File: config.mk
export PLATFORM = sky130hd
export DESIGN_NAME = lbp_ram
export DESIGN_NICKNAME = d
export VERILOG_FILES = /design/src/rtl/core/lbp_ram.sv
export SDC_FILE = /design/constraint.sdc
export NUM_CORES = 2
export LEC_CHECK = 0
export ABC_CLOCK_PERIOD_IN_PS = 3300
export BUFFER_PORTS_ARGS = -buffer_cell sky130_fd_sc_hd__buf_2
export CORE_ASPECT_RATIO = 1.5
export CORE_MARGIN = 2
export CORE_UTILIZATION = 44
export CTS_CLUSTER_DIAMETER = 40
export DETAILED_ROUTE_END_ITERATION = 16
export PLACE_DENSITY_LB_ADDON = 0.25
export RECOVER_POWER = 50
export SLEW_MARGIN = 20
export SYNTH_ARGS = -nofsm -noshare
export SYNTH_HDL_FRONTEND = slang
export SYNTH_SLANG_ARGS = --single-unit
File: constraint.sdc
create_clock -name clk -period 3.3 [get_ports clk]
set_input_delay 0.66 -clock clk [delete_from_list [all_inputs] [get_ports clk]]
set_output_delay 0.66 -clock clk [all_outputs]
set_load 0.005 [all_outputs]
File: src/rtl/core/lbp_ram.sv
// Generic simple dual-port RAM: one write port, one read port with registered read data.
// No dependencies; contents are undefined until written.
module lbp_ram #(
    parameter int WIDTH = 8,
    parameter int DEPTH = 256
) (
    input  logic                     clk,
    input  logic                     wr_en,
    input  logic [$clog2(DEPTH)-1:0] wr_addr,
    input  logic [WIDTH-1:0]         wr_data,
    input  logic                     rd_en,
    input  logic [$clog2(DEPTH)-1:0] rd_addr,
    output logic [WIDTH-1:0]         rd_data
);

    logic [WIDTH-1:0] mem [DEPTH];

    // A read at the address being written returns the old contents.
    always_ff @(posedge clk)
    begin
        if (wr_en)
        begin
            mem[wr_addr] <= wr_data;
        end
        if (rd_en)
        begin
            rd_data <= mem[rd_addr];
        end
    end

endmodule
==> impl_metrics.ini <==
[global_routing]
grt_pass1_vias = 41885
gr-total-overflow = 0
grt_util_all_layers_pct = 22.5
grt_pass1_wl_um = 297000
antenna_found_initial = 16
grt_max_degree = 125

[synth]
synth_seq_area_share_pct = 77.5
synth.ff_latch_count = 2056
ys_types = 54
synth_nets = 3760
async_reset_ff_share_pct = 0
syn_inst = 3733
netlist_area_mm2 = 0.0796
synth_warnings = 0
syn_area_per_cell_um2 = 21.3
synth_edf_count = 2056
ys.flop_type = edfxtp_1

[timing]
finalSetupViolations = 0
holdWs_ns = 0.505
setup-tns-final_ns = 0
period_share_pct = 97.9
fin_skew_ns = 0.0529
slew_viol_final = 582
worst_pin_slew_ns = 2.90
fin_ws_ns = 0.0693
max_slew_margin_pct = -93.0
fmax_ghz = 0.310
period_minus_slack_ns = 3.23
hold_violations = 0
rsz0062_at_grt = no

[drt]
vias = 40380
viasPerCell = 5.81
ant_nets = 0
drt_iter0_markers = 4207
remaining_drc_errors = 0
routedWlPerCell_um = 29.8
drt_pass1_iterations = 5
drt-total-wl_um = 207000

[power]
seq_power_share_pct = 53.7
internal-power_w = 0.0423
p_per_area_mw_per_mm2 = 577
comb_power_share_pct = 5.4
switching_share_pct = 21.2
ir_worst_vdd_mv = 0.361
p_leak_nw = 29.9
switchingPower_w = 0.0114
p_clk_share_pct = 40.9

[cts]
numCtsBuffers = 192
htree_levels = 4
cts_sinks = 2056
clkLatencyLatePin_ns = 0.85
cts-root-buf = clkbuf_16
clock_path_buffers = 4
cts_tree = done
clkTransAtPathRegs_ns = 0.07
cts_hold_buf = 0

[final_layout]
areaGrowthSynthToFinish_pct = 16.9
mostFrequentLayoutCell = edfxtp_1
nNetsFinal = 4405
drive_gt1_share_pct = 31.3
layout.cells.non_filler = 6946
mostFrequentLayoutCells = edfxtp_1 (2056), buf_4 (571), mux4_2 (454)
n_fill_cell = 14245

[floorplan]
rows = 191
pin_count = 35
die_x_um = 351
initial_utilization_pct = 44.2
die-area_mm2 = 0.184
core_mm2 = 0.180
die_h_um = 525

[place]
port_buffers = 34
dp.cells = 6596
place_ws_ns = -0.940
gp_congestion = 0.881
post-dp-hpwl_um = 140000

[worst_setup_path]
worst-endpoint-required_ns = 3.89
start_kind = input pin
worst-path-max-fanout = 30
critPathKind = in -> reg
rrSetupSlack_ns = 0.36
critPathCaptureType = flip-flop
critical_path_arrival_ns = 3.82

[run]
maxCapViolations = 9

[run_status]
status = finished, violations left
violations = max-capacitance violations, max-slew violations

[hold_path]
hold_class = in -> reg
[sequential cells by signal, summed over array words and instances (netlist names)]
register / flops
rd_data: 8
mem: 2048
[cell families after synthesis]
group	share of synthesized area (%)
flip-flops	77.5
multiplexers	14.6
AND/OR/NAND/NOR	2.63
AO/OA/AOI/OAI	3.42
buffers and inverters	1.83
[cells in the mapped netlist (6+ instances only)]
master,instances,area (µm²)
buf_2,31,155
nand2b_1,8,50.1
nand2_1,33,124
and2_1,6,37.5
nor4_1,24,150
buf_4,27,203
nor2_1,282,1060
o22ai_1,28,175
mux2i_1,134,1340
a22oi_1,133,998
edfxtp_1,2056,61700
buf_8,13,195
buf_6,21,236
a22o_1,8,70.1
o21ai_0,10,50.1
nand3_1,34,170
nor3_1,22,110
a21oi_1,96,480
a211oi_1,16,120
o221ai_1,46,403
nand4_1,10,62.6
buf_12,8,160
o211ai_1,10,75.1
nor2b_1,31,194
buf_1,22,82.6
clkbuf_1,111,417
a221oi_1,13,114
mux4_2,454,10200
[worst max-delay path, cell delays in order]
cell and delay, ns:
buf_8 0.31, buf_12 0.20, buf_12 0.23, buf_4 0.20, mux4_2 0.51, a22oi_1 0.29
a21oi_1 0.14, nor4_1 0.86, buf_4 0.26, nor4_1 0.06
[routing by layer]
| metal | global-route usage (%) | vias up | part of all wire (%) |
|---|---|---|---|
| li1 | - | 16960 | - |
| met1 | 27.6 | 21650 | 37 |
| met2 | 40.3 | 1373 | 54 |
| met3 | 3.32 | 383 | 5.9 |
| met4 | 7.91 | 14 | 3.8 |
| met5 | 0 | - | 0.037 |
[cell type report]
type                    count  area [µm²]  area share (%)
repair buffers            684        5670            6.09
clock inverters           115        1190            1.28
clock buffers             231        4990            5.36
well taps                2412        3020            3.24
diodes                      4        10.0          0.0107
flip-flops and latches   2056       61700            66.3
multi-input cells        1442       16500            17.7
inverters                   2        7.51         0.00806
[power by group through the flow]
stage | Combinational [W] | Clock (W) | Sequential, W
floorplan | 0.00140 | 0 | 0.0294
global placement | 0.00294 | 0 | 0.0294
detailed placement | 0.00297 | 0 | 0.0294
CTS | 0.00298 | 0.0224 | 0.0288
global route | 0.00306 | 0.0233 | 0.0288
finish | 0.00290 | 0.0220 | 0.0288
[final timing paths]
kind / start / endpoint / depth (start not counted)
setup / recovery: rd_addr[0] / rd_data[7]$_DFFE_PP_ / 10
hold / removal: rd_en / rd_data[4]$_DFFE_PP_ / 1
setup reg to reg: mem[66][3]$_DFFE_PP_ / rd_data[3]$_DFFE_PP_ / 7
hold reg to reg: mem[45][6]$_DFFE_PP_ / rd_data[6]$_DFFE_PP_ / 6
[through the flow]
stage / instance area (µm²) / power [W] / utilization (%)
2_1_floorplan: 79600 / 0.0308 / -
3_3_place_gp: 87200 / 0.0323 / 48.4
3_5_place_dp: 87200 / 0.0324 / 48.4
4_1_cts: 93400 / 0.0542 / 51.8
5_1_grt: 93100 / 0.0552 / 51.7
6_report: 93100 / 0.0538 / 51.7
[timing repair]
| item | CTS | global route |
|---|---|---|
| endpoints found under the setup margin | 1 | 0 |
| gates resized for setup | 1 | 0 |
| buffers inserted | 0 | 0 |
(Power assumes the default switching activity.)
